<file path="src/rtl/core/hrmw_pkg.sv">
`timescale 1ns / 1ps
// ----------------------------------------------------------------------------
// hrmw_pkg
// Shared types, character codes and the hex digit decode for the hex record
// to memory write converter.
// ----------------------------------------------------------------------------
package hrmw_pkg;

   localparam logic [7:0] COLON_CHAR = 8'h3A;
   localparam logic [7:0] DIGIT_LO   = 8'h30;
   localparam logic [7:0] DIGIT_HI   = 8'h39;
   localparam logic [7:0] UPPER_LO   = 8'h41;
   localparam logic [7:0] UPPER_HI   = 8'h46;
   localparam logic [7:0] LOWER_LO   = 8'h61;
   localparam logic [7:0] LOWER_HI   = 8'h66;
   localparam logic [7:0] UPPER_BIAS = 8'h37;
   localparam logic [7:0] LOWER_BIAS = 8'h57;

   localparam logic KIND_WRITE = 1'b0;
   localparam logic KIND_END   = 1'b1;

   localparam logic [9:0] POS_COUNT_END = 10'd2;
   localparam logic [9:0] POS_ADDR_END  = 10'd6;
   localparam logic [9:0] POS_TYPE_END  = 10'd8;

   typedef struct packed {
      logic       valid;
      logic [7:0] ascii_char;
   } stage_type;

   typedef struct packed {
      logic        result_kind;
      logic [15:0] write_address;
      logic [7:0]  write_byte;
   } result_type;

   function automatic logic [3:0] nibble_of(input logic [7:0] c);
      logic [3:0] nib;
      nib = 4'd0;
      if (c inside {[DIGIT_LO:DIGIT_HI]}) begin
         nib = 4'(c - DIGIT_LO);
      end else if (c inside {[UPPER_LO:UPPER_HI]}) begin
         nib = 4'(c - UPPER_BIAS);
      end else if (c inside {[LOWER_LO:LOWER_HI]}) begin
         nib = 4'(c - LOWER_BIAS);
      end
      return nib;
   endfunction

endpackage

</file>
<file path="src/rtl/core/hrmw_if.sv">
`timescale 1ns / 1ps
// ----------------------------------------------------------------------------
// hrmw_if
// Valid/ready channels: character requests in, memory write responses out.
// ----------------------------------------------------------------------------
interface hrmw_req_if;
   logic       valid;
   logic       ready;
   logic [7:0] ascii_char;

   modport source (output valid, output ascii_char, input ready);
   modport sink   (input valid, input ascii_char, output ready);
endinterface

interface hrmw_rsp_if;
   logic        valid;
   logic        ready;
   logic        result_kind;
   logic [15:0] write_address;
   logic [7:0]  write_byte;

   modport source (output valid, output result_kind, output write_address,
                   output write_byte, input ready);
   modport sink   (input valid, input result_kind, input write_address,
                   input write_byte, output ready);
endinterface

</file>
<file path="src/rtl/core/hrmw_in_stage.sv">
`timescale 1ns / 1ps
// ----------------------------------------------------------------------------
// hrmw_in_stage
// Input register: captures one character per transfer, holds while stalled.
// ----------------------------------------------------------------------------
module hrmw_in_stage (
   input  logic                clock,
   input  logic                reset,
   input  logic                req_valid,
   input  logic [7:0]          req_ascii_char,
   output logic                req_ready,
   input  logic                advance,
   output hrmw_pkg::stage_type stage
);

   logic       valid_ff, valid_in;
   logic [7:0] char_ff;

   assign req_ready = !valid_ff || advance;
   assign valid_in  = req_ready ? req_valid : valid_ff;

   always_ff @(posedge clock) begin
      if (reset) begin
         valid_ff <= 1'b0;
      end else begin
         valid_ff <= valid_in;
      end
   end

   always_ff @(posedge clock) begin
      if (req_ready && req_valid) begin
         char_ff <= req_ascii_char;
      end
   end

   assign stage.valid      = valid_ff;
   assign stage.ascii_char = char_ff;

endmodule

</file>
<file path="src/rtl/core/hrmw_parser.sv">
`timescale 1ns / 1ps
// ----------------------------------------------------------------------------
// hrmw_parser
// Record field state and per-character decode; yields at most one result
// for each consumed character.
// ----------------------------------------------------------------------------
module hrmw_parser (
   input  logic                 clock,
   input  logic                 reset,
   input  hrmw_pkg::stage_type  stage,
   input  logic                 advance,
   input  logic                 csr_wr_en,
   input  logic [15:0]          csr_wr_data,
   output logic                 result_valid,
   output hrmw_pkg::result_type result
);

   logic [15:0] offset_ff;
   logic        in_record_ff, in_record_in;
   logic [9:0]  char_position_ff, char_position_in;
   logic [7:0]  byte_count_ff, byte_count_in;
   logic [15:0] record_address_ff, record_address_in;
   logic [7:0]  record_type_ff, record_type_in;
   logic [3:0]  high_nibble_ff, high_nibble_in;
   logic [7:0]  bytes_done_ff, bytes_done_in;

   logic        consume;
   logic [3:0]  nib;
   logic [9:0]  pos;
   logic [7:0]  done_next;

   assign consume   = stage.valid && advance;
   assign nib       = hrmw_pkg::nibble_of(stage.ascii_char);
   assign pos       = char_position_ff + 10'd1;
   assign done_next = bytes_done_ff + 8'd1;

   always_comb begin
      in_record_in      = in_record_ff;
      char_position_in  = char_position_ff;
      byte_count_in     = byte_count_ff;
      record_address_in = record_address_ff;
      record_type_in    = record_type_ff;
      high_nibble_in    = high_nibble_ff;
      bytes_done_in     = bytes_done_ff;
      result_valid      = 1'b0;
      result            = '0;
      if (stage.ascii_char == hrmw_pkg::COLON_CHAR) begin
         in_record_in      = 1'b1;
         char_position_in  = '0;
         byte_count_in     = '0;
         record_address_in = '0;
         record_type_in    = '0;
         high_nibble_in    = '0;
         bytes_done_in     = '0;
      end else if (in_record_ff) begin
         char_position_in = pos;
         if (pos <= hrmw_pkg::POS_COUNT_END) begin
            byte_count_in = {byte_count_ff[3:0], nib};
         end else if (pos <= hrmw_pkg::POS_ADDR_END) begin
            record_address_in = {record_address_ff[11:0], nib};
         end else if (pos <= hrmw_pkg::POS_TYPE_END) begin
            record_type_in = {record_type_ff[3:0], nib};
            if (pos == hrmw_pkg::POS_TYPE_END &&
                (byte_count_ff == 8'd0 || record_type_in != 8'd0)) begin
               in_record_in       = 1'b0;
               result_valid       = 1'b1;
               result.result_kind = hrmw_pkg::KIND_END;
            end
         end else if (pos[0]) begin
            high_nibble_in = nib;
         end else begin
            bytes_done_in = done_next;
            if (done_next == byte_count_ff) begin
               in_record_in = 1'b0;
            end
            result_valid         = 1'b1;
            result.result_kind   = hrmw_pkg::KIND_WRITE;
            result.write_address = record_address_ff + {8'd0, bytes_done_ff} + offset_ff;
            result.write_byte    = {high_nibble_ff, nib};
         end
      end
      if (!consume) begin
         result_valid = 1'b0;
      end
   end

   always_ff @(posedge clock) begin
      if (reset) begin
         offset_ff         <= '0;
         in_record_ff      <= 1'b0;
         char_position_ff  <= '0;
         byte_count_ff     <= '0;
         record_address_ff <= '0;
         record_type_ff    <= '0;
         high_nibble_ff    <= '0;
         bytes_done_ff     <= '0;
      end else begin
         if (csr_wr_en) begin
            offset_ff <= csr_wr_data;
         end
         if (consume) begin
            in_record_ff      <= in_record_in;
            char_position_ff  <= char_position_in;
            byte_count_ff     <= byte_count_in;
            record_address_ff <= record_address_in;
            record_type_ff    <= record_type_in;
            high_nibble_ff    <= high_nibble_in;
            bytes_done_ff     <= bytes_done_in;
         end
      end
   end

endmodule

</file>
<file path="src/rtl/core/hrmw_out_stage.sv">
`timescale 1ns / 1ps
// ----------------------------------------------------------------------------
// hrmw_out_stage
// Result register: loads a result when free or drained, holds while the
// response side stalls.
// ----------------------------------------------------------------------------
module hrmw_out_stage (
   input  logic                 clock,
   input  logic                 reset,
   input  logic                 result_valid,
   input  hrmw_pkg::result_type result,
   input  logic                 rsp_ready,
   output logic                 rsp_valid,
   output hrmw_pkg::result_type rsp_data,
   output logic                 advance
);

   logic                 valid_ff, valid_in;
   hrmw_pkg::result_type data_ff;

   assign advance  = !valid_ff || rsp_ready;
   assign valid_in = advance ? result_valid : valid_ff;

   always_ff @(posedge clock) begin
      if (reset) begin
         valid_ff <= 1'b0;
      end else begin
         valid_ff <= valid_in;
      end
   end

   always_ff @(posedge clock) begin
      if (advance && result_valid) begin
         data_ff <= result;
      end
   end

   assign rsp_valid = valid_ff;
   assign rsp_data  = data_ff;

endmodule

</file>
<file path="src/rtl/core/hex_record_to_memory_writes_top.sv">
`timescale 1ns / 1ps
// ----------------------------------------------------------------------------
// hex_record_to_memory_writes_top
// Hex record character stream to byte memory writes and end markers.
// ----------------------------------------------------------------------------
// Requests pass the input register, parser and result register to rsp_if.
// Throughput: one character per cycle, set by the input and result registers,
// while rsp_if does not stall. A stalled response holds the result register;
// the input side keeps transferring until the input register is also full.
// Reset (synchronous): clears valid flags, record state and base offset.
module hex_record_to_memory_writes_top (
   input  logic        clock,
   input  logic        reset,
   hrmw_req_if.sink    req_if,
   hrmw_rsp_if.source  rsp_if,
   input  logic        csr_wr_en,
   input  logic [15:0] csr_wr_data
);

   hrmw_pkg::stage_type  stage;
   hrmw_pkg::result_type result;
   hrmw_pkg::result_type rsp_data;
   logic                 result_valid;
   logic                 advance;
   logic                 ready;
   logic                 rsp_valid;

   hrmw_in_stage u_in_stage (
      .clock          (clock),
      .reset          (reset),
      .req_valid      (req_if.valid),
      .req_ascii_char (req_if.ascii_char),
      .req_ready      (ready),
      .advance        (advance),
      .stage          (stage)
   );

   hrmw_parser u_parser (
      .clock        (clock),
      .reset        (reset),
      .stage        (stage),
      .advance      (advance),
      .csr_wr_en    (csr_wr_en),
      .csr_wr_data  (csr_wr_data),
      .result_valid (result_valid),
      .result       (result)
   );

   hrmw_out_stage u_out_stage (
      .clock        (clock),
      .reset        (reset),
      .result_valid (result_valid),
      .result       (result),
      .rsp_ready    (rsp_if.ready),
      .rsp_valid    (rsp_valid),
      .rsp_data     (rsp_data),
      .advance      (advance)
   );

   assign req_if.ready         = ready;
   assign rsp_if.valid         = rsp_valid;
   assign rsp_if.result_kind   = rsp_data.result_kind;
   assign rsp_if.write_address = rsp_data.write_address;
   assign rsp_if.write_byte    = rsp_data.write_byte;

endmodule

</file>
<file path="src/flat_wrapper.sv">
// flat-port wrapper written by rule: the top's interface ports become plain ports
module hex_record_to_memory_writes_top_flat 
  (clock, reset, csr_wr_en, csr_wr_data, req_if_valid, req_if_ascii_char, req_if_ready, rsp_if_valid, rsp_if_result_kind, rsp_if_write_address, rsp_if_write_byte, rsp_if_ready);
  hrmw_req_if req_if_i ();
  hrmw_rsp_if rsp_if_i ();
  input  logic clock;
  input  logic reset;
  input  logic csr_wr_en;
  input  logic [15:0] csr_wr_data;
  input wire logic [$bits(req_if_i.valid)-1:0] req_if_valid;
  input wire logic [$bits(req_if_i.ascii_char)-1:0] req_if_ascii_char;
  output wire logic [$bits(req_if_i.ready)-1:0] req_if_ready;
  output wire logic [$bits(rsp_if_i.valid)-1:0] rsp_if_valid;
  output wire logic [$bits(rsp_if_i.result_kind)-1:0] rsp_if_result_kind;
  output wire logic [$bits(rsp_if_i.write_address)-1:0] rsp_if_write_address;
  output wire logic [$bits(rsp_if_i.write_byte)-1:0] rsp_if_write_byte;
  input wire logic [$bits(rsp_if_i.ready)-1:0] rsp_if_ready;
  assign req_if_i.valid = req_if_valid;
  assign req_if_i.ascii_char = req_if_ascii_char;
  assign req_if_ready = req_if_i.ready;
  assign rsp_if_valid = rsp_if_i.valid;
  assign rsp_if_result_kind = rsp_if_i.result_kind;
  assign rsp_if_write_address = rsp_if_i.write_address;
  assign rsp_if_write_byte = rsp_if_i.write_byte;
  assign rsp_if_i.ready = rsp_if_ready;
  hex_record_to_memory_writes_top u_core (.clock(clock), .reset(reset), .req_if(req_if_i), .rsp_if(rsp_if_i), .csr_wr_en(csr_wr_en), .csr_wr_data(csr_wr_data));
endmodule
</file>
<file path="config.mk">
export PLATFORM = sky130hd
export DESIGN_NAME = hex_record_to_memory_writes_top_flat
export DESIGN_NICKNAME = d
export VERILOG_FILES = /design/src/rtl/core/hrmw_pkg.sv /design/src/rtl/core/hrmw_if.sv /design/src/rtl/core/hrmw_in_stage.sv /design/src/rtl/core/hrmw_parser.sv /design/src/rtl/core/hrmw_out_stage.sv /design/src/rtl/core/hex_record_to_memory_writes_top.sv /design/src/flat_wrapper.sv
export SDC_FILE = /design/constraint.sdc
export NUM_CORES = 1
export LEC_CHECK = 0
export BUFFER_PORTS_ARGS = -buffer_cell sky130_fd_sc_hd__buf_4
export CAP_MARGIN = 20
export CORE_MARGIN = 2
export CORE_UTILIZATION = 30
export CTS_BUF_LIST = sky130_fd_sc_hd__clkbuf_16
export DETAILED_ROUTE_END_ITERATION = 8
export HOLD_SLACK_MARGIN = 0.08
export PLACE_DENSITY = 0.57
export SYNTH_ARGS = -nofsm -noshare
export SYNTH_HDL_FRONTEND = slang
export SYNTH_SLANG_ARGS = --single-unit
export TNS_END_PERCENT = 50
</file>
<file path="constraint.sdc">
create_clock -name clock -period 4.3 [get_ports clock]
set_input_delay 0.86 -clock clock [delete_from_list [all_inputs] [get_ports clock]]
set_output_delay 0.86 -clock clock [all_outputs]
set_load 0.005 [all_outputs]
</file>
Yosys cells after proc, flatten, opt, wreduce, memory -nomap -nowiden
Index checks and enable logic that the tools add are counted.

Bits in registers: 102. Bits of input ports: 29. Word-level logic and storage cells: 111.

Add/subtract/negate cells: 7. Magnitude comparators: 9. Equality and inequality tests: 7. Mux-type cells: 46. Bitwise logic cells: 1. Reduce and logical (&&, ||, !) cells: 27.

Operators by type and width (count): 2-to-1 mux 8 bit (9); 2-to-1 mux 16 bit (4); 2-to-1 mux 4 bit (14); 2-to-1 mux 10 bit (2); 2-to-1 mux 1 bit (17); adder 16 bit (1); adder 16 x 8 -> 16 bit (1); >= comparator 8 x 7 -> 1 bit (second input constant) (2); less-or-equal comparator 8 x 7 -> 1 bit (second input constant) (2); AND reduction 6 bit (2); adder 10 x 1 -> 10 bit (second input constant) (1); equality test 10 x 4 -> 1 bit (second input constant) (1); less-or-equal comparator 10 x 2 -> 1 bit (second input constant) (1); less-or-equal comparator 10 x 3 -> 1 bit (second input constant) (1); less-or-equal comparator 10 x 4 -> 1 bit (second input constant) (1); nonzero test 2 bit (5); adder 8 x 1 -> 8 bit (second input constant) (1); equality test 8 x 6 -> 1 bit (second input constant) (1); equality test 8 bit (1); >= comparator 8 x 6 -> 1 bit (second input constant) (1); less-or-equal comparator 8 x 6 -> 1 bit (second input constant) (1); zero test 8 bit (1); nonzero test 8 bit (1); subtractor 4 x 3 -> 4 bit (second input constant) (2); 13 further kinds (24).

Logic depth before layout (Yosys ltp)
Depth after elaboration: 16. Depth in mapped cells: 13. Gate-level depth less buffers: 13.

By module
Synthesis repeated with hierarchy kept, for this count alone.

Cells, all modules: 556. Area, all modules: 5530.3 µm².

By module, submodules not included: hrmw_parser (instances 1, cells an instance 512, area an instance 4421.7 µm², seq. area each 1341.3 µm²); hrmw_out_stage (instances 1, cells an instance 30, area an instance 805.8 µm², seq. area each 770.7 µm²); hrmw_in_stage (instances 1, cells an instance 14, area an instance 302.8 µm², seq. area each 260.2 µm²).

Least setup slack after synthesis
Ideal clock, no wire load.

Path type: reg2reg. Start: register u_core.u_parser.bytes_done_ff[0]. End: register u_core.u_out_stage.data_ff, in the netlist u_core.u_out_stage.rsp_data[21] (data pin). Arrival time: 2.678 ns. Required time: 4.035 ns. Path slack: 1.357 ns. Cell stages (with the launch flop): 14. Buffers on the path: 0. Clock period less this slack: 2.943 ns. Cell sequence: dfxtp_1 -> inv_1 -> fa_1 -> inv_1 -> ha_1 -> inv_1 -> fa_1 -> nor2b_1 -> o31a_1 -> o21ai_0 -> a211oi_1 -> o21ai_0 -> a211oi_1 -> mux2i_1.

Word-level cells in the longest chain between the ends: 2.

Ends and longest elaborated chain: start, declared (RTL line hrmw_parser.sv:25) `logic [7:0] bytes_done_ff, bytes_done_in;`; start signal, assigned (RTL line hrmw_parser.sv:108) `bytes_done_ff <= bytes_done_in;`; adder 16 x 8 -> 16 bit (RTL line hrmw_parser.sv:78) `result.write_address = record_address_ff + {8'd0, bytes_done_ff} + offset_ff;`; adder 16 bit (RTL line hrmw_parser.sv:78); end signal, assigned (RTL line hrmw_out_stage.sv:34) `data_ff <= result;`; end, declared (RTL line hrmw_out_stage.sv:19) `hrmw_pkg::result_type data_ff;`.

Every way passes these cells. A chain may end at the register's enable or synchronous reset.

Final worst setup path
Ends and elaborated chain as after synthesis.

==> reports/qor.yml <==
status: "finished clean"
setup.worst_path.start: "u_core.u_parser.bytes_done_ff[0]"
adder_and_majority_cell_fraction_of_the_synthesized_area_pct: 9.44
clk_latency_ns: 0.35
cts-root-to-sink-buffers: 2
cts_made_buffers: 9
io_pins: 56
synth_xor_area_share_pct: 3.74
netlist.area_leader.share_pct: 24.6
detail-route-antenna-nets: 0
cts_tree: "built"
grt_pass1_wl_mm: 21.9
synth_enable_flop_cells: 33
maxClockFrequency_mhz: 293
port-buffer-count: 55
final_min_period_over_clock_period_pct: 79.3
cell_type_with_the_largest_total_area_after_synthesis: "dfxtp_1"
synth_simple_gate_area_share_pct: 19.1
path_common_cell: "inv_1"
drt_drc_violations_left: 0
wl_mm: 13.1
layout-area-overhead-vs-synth_pct: 15.9
critical_path_peak_fanout: 7
ys_seq_elements: 102
worstMarginPinSlew_ns: 0.827
initial_utilization_pct: 30.4
dr.pass1.iters: 4
criticalPathCategory: "register to register"
compound_gate_portion_of_the_synthesized_area_pct: 18.4
overall_die_area_mm2: 0.0199
hold_viol: 0
static-leakage-power_uw: 0.00260
vdd_ir_drop_max_mv: 0.159
fp-row-count: 50
setup.reg_to_reg.worst_slack_ns: 0.89
maximum_number_of_pins_on_one_net_before_global_route_repair: 52
cell_area_after_technology_mapping_mm2: 0.00562
netlist-cell-type-count: 77
cellPowerDensity_mw_per_mm2: 297
cp_launch_type: "register"
critical_path.reg2reg.startpoint: "u_core.u_parser.bytes_done_ff[0]"
r2r_end: "u_core.u_out_stage.rsp_data[21]"
period_minus_slack_ns: 3.41
htree_num_levels: 3
clkTransAtPathRegs_ns: 0.07
maxCapViolations: 0
synthTopCellsByArea: "dfxtp_1 25%, edfxtp_1 18%, ha_1 6.2%, nor2_1 4.2%, a21oi_1 3.4%"
post-synth-top-count-cell: "dfxtp_1"
critical-path-slowest-cell: "dfxtp_1"
proportion_of_layout_cells_with_a_drive_suffix_above_1_pct: 15.2
grt_util_all_layers_pct: 13.7
filler_cell_count: 1861
postSynthCellCount: 589
rsz0062_at_grt: "false"
synth_area_per_cell_um2: 9.54
timing.critical_path.depth: 13
setup_viol: 0
critical_path.top_delay_family: "compound AO/OA/AOI/OAI gates"
drtIter0Drc: 286
post_cts.resized_instances: 0
final_cell_area_mm2: 0.00651
die_w_um: 141
dpl-instance-area_mm2: 0.00623
die_h_um: 141
wire_per_inst_um: 15.0
timing.critical_path.to_type: "register"
yosys_warnings: 0
synth.area.mux_share_pct: 3.20
place_hpwl_mm: 9.63
antenna_violations_before_repair: 0
fin_tns_setup_ns: 0
cp_num_buf_inv: 3
postCtsSetupRepairBufs: 0
cts_root_buffer: "clkbuf_16"
finClkSkew_ns: 0.0121
detailroute.via_count: 4459
synthesized_nets: 655
top_cells_by_count_synth: "69 x dfxtp_1, 63 x nor2_1, 39 x nand2_1"
regArea_mm2: 0.00237
worstSetupEndpoint: "u_core.u_out_stage.rsp_data[21]"
num_antenna_cells: 0
fin_nets: 699
cp_data_arrival_time_ns: 3.60
hold_path_class: "register to register"
ff2ff_path_depth: 13
cts_sinks: 102
async_reset_ff_share_pct: 0
yosysSeqAreaShare_pct: 42.2
vias_cell: 5.11
slowest_delay_ns: 0.45
path_cells: "inv_1 -> fa_1 -> inv_1 -> ha_1 -> inv_1 -> fa_1 -> nor2b_1 -> o31a_1 -> o21ai_0 -> a211oi_1 -> o21ai_0 -> a211oi_1 -> mux2i_1"
finalMaxSlewViolations: 0
crit_required_ns: 4.49
synth_ff_type: "dfxtp_1"
number_of_global_route_vias_before_repair: 4326
combinational_family_with_the_most_area_after_synthesis: "simple AND/OR/NAND/NOR gates"
worst_slew_margin_rel_pct: 44.6
count_of_hold_fix_buffers_inserted_at_cts: 0
grt_overflow: 0
place_congestion: 0.822
core_area_mm2: 0.0185
multi_input_area_mm2: 0.00303
-- where the power goes --
part           total [uW]  internal [uW]  switching (uW)  leakage [uW]
logic                 105           48.0            56.6       0.00153
clock network         809            448             361      0.000149
registers            1020           1000            16.0      0.000928
-- stage by stage --
stage | power (uW) | hold WS, ns | std cells | setup WS [ns] | utilization (%)
3_3_place_gp | 1140 | 0.439 | 856 | 1.03 | 33.6
2_1_floorplan | 1110 | 0.425 | 589 | 1.36 | -
4_1_cts | 1960 | 0.460 | 872 | 0.891 | 35.2
5_1_grt | 2010 | 0.488 | 872 | 0.604 | 35.2
6_report | 1930 | 0.461 | 872 | 0.889 | 35.2
3_5_place_dp | 1150 | 0.452 | 856 | 0.929 | 33.6
-- worst reg2reg max path: cells and delay by family, from the launching register on --
kind                       cells  cell delay (ns)
AOI/OAI and AO/OA              5             1.30
adders and majority gates      3             0.89
DFF                            1             0.45
muxes                          1             0.23
buffers and inverters          3             0.20
and+or+nand+nor                1             0.18
-- worst min-delay path by stage --
stage                                            from                                 to  slack [ns]  depth (start not counted)
floorplan           u_core.u_parser.high_nibble_ff[0]  u_core.u_parser.high_nibble_ff[0]        0.43                          2
global placement    u_core.u_parser.high_nibble_ff[0]  u_core.u_parser.high_nibble_ff[0]        0.44                          2
detailed placement  u_core.u_parser.high_nibble_ff[1]  u_core.u_parser.high_nibble_ff[1]        0.45                          2
CTS                 u_core.u_parser.record_type_ff[3]  u_core.u_parser.record_type_ff[3]        0.46                          2
global route        u_core.u_parser.high_nibble_ff[3]  u_core.u_parser.high_nibble_ff[3]        0.49                          2
finish              u_core.u_parser.record_type_ff[3]  u_core.u_parser.record_type_ff[3]        0.46                          2
-- layout make-up --
cell class,instances,area share (%)
Timing Repair Buffer,57,6.57
Tap cell,234,4.49
Clock buffer,9,3.46
Sequential cell,102,36.4
Clock inverter,7,0.960
Multi-Input combinational cell,435,46.5
Inverter,28,1.61
-- placed cells by master, fill, tap and decap left out, types with 3 or more instances in the layout --
master	count
nand2b_1	7
mux2i_1	18
nor3_1	13
a31oi_1	3
and2_1	11
nand3_1	26
or2_2	3
nor4_1	3
xnor2_1	17
nand3b_1	5
nor2_1	63
edfxtp_1	33
a211oi_1	7
ha_1	28
buf_4	57
nor2b_1	6
nand2_1	39
and3_1	7
dfxtp_1	69
a21oi_1	38
xor2_1	7
o31ai_1	8
fa_1	9
o21bai_1	3
o21ai_0	34
or3_1	5
o21ai_1	4
clkbuf_16	9
a32oi_1	5
a22o_1	8
a21o_1	5
inv_1	29
-- registers in the layout, summed over array words and instances, names as in the netlist --
register and flops:
u_core.u_in_stage.valid_ff 1, u_core.u_parser.record_type_ff 4, u_core.u_parser.byte_count_ff 8, u_core.u_parser.offset_ff 16, u_core.u_parser.char_position_ff 10, u_core.u_parser.high_nibble_ff 4
u_core.u_parser.record_address_ff 16, u_core.u_parser.bytes_done_ff 8, u_core.u_out_stage.rsp_data 25, u_core.u_out_stage.rsp_valid 1, u_core.u_parser.in_record_ff 1, u_core.u_in_stage.char_ff 8
-- per-layer routing --
metal	vias up	global-route usage, %	wire length [um]
met5	-	0	0
met2	97	22.1	6040
met1	2123	18.4	6380
met3	14	2.17	486
li1	2225	-	-
met4	0	5.63	154
-- cell families (layout without fill, tap and decap cells) --
group | count (synthesis) | count (layout)
adder cells (fa/ha/maj) | 37 | 37
XOR/XNOR | 24 | 24
AND/OR/NAND/NOR | 208 | 208
AO/OA/AOI/OAI | 148 | 148
multiplexers | 18 | 18
buffers and inverters | 52 | 101
flip-flops | 102 | 102
(Power assumes the default switching activity.)
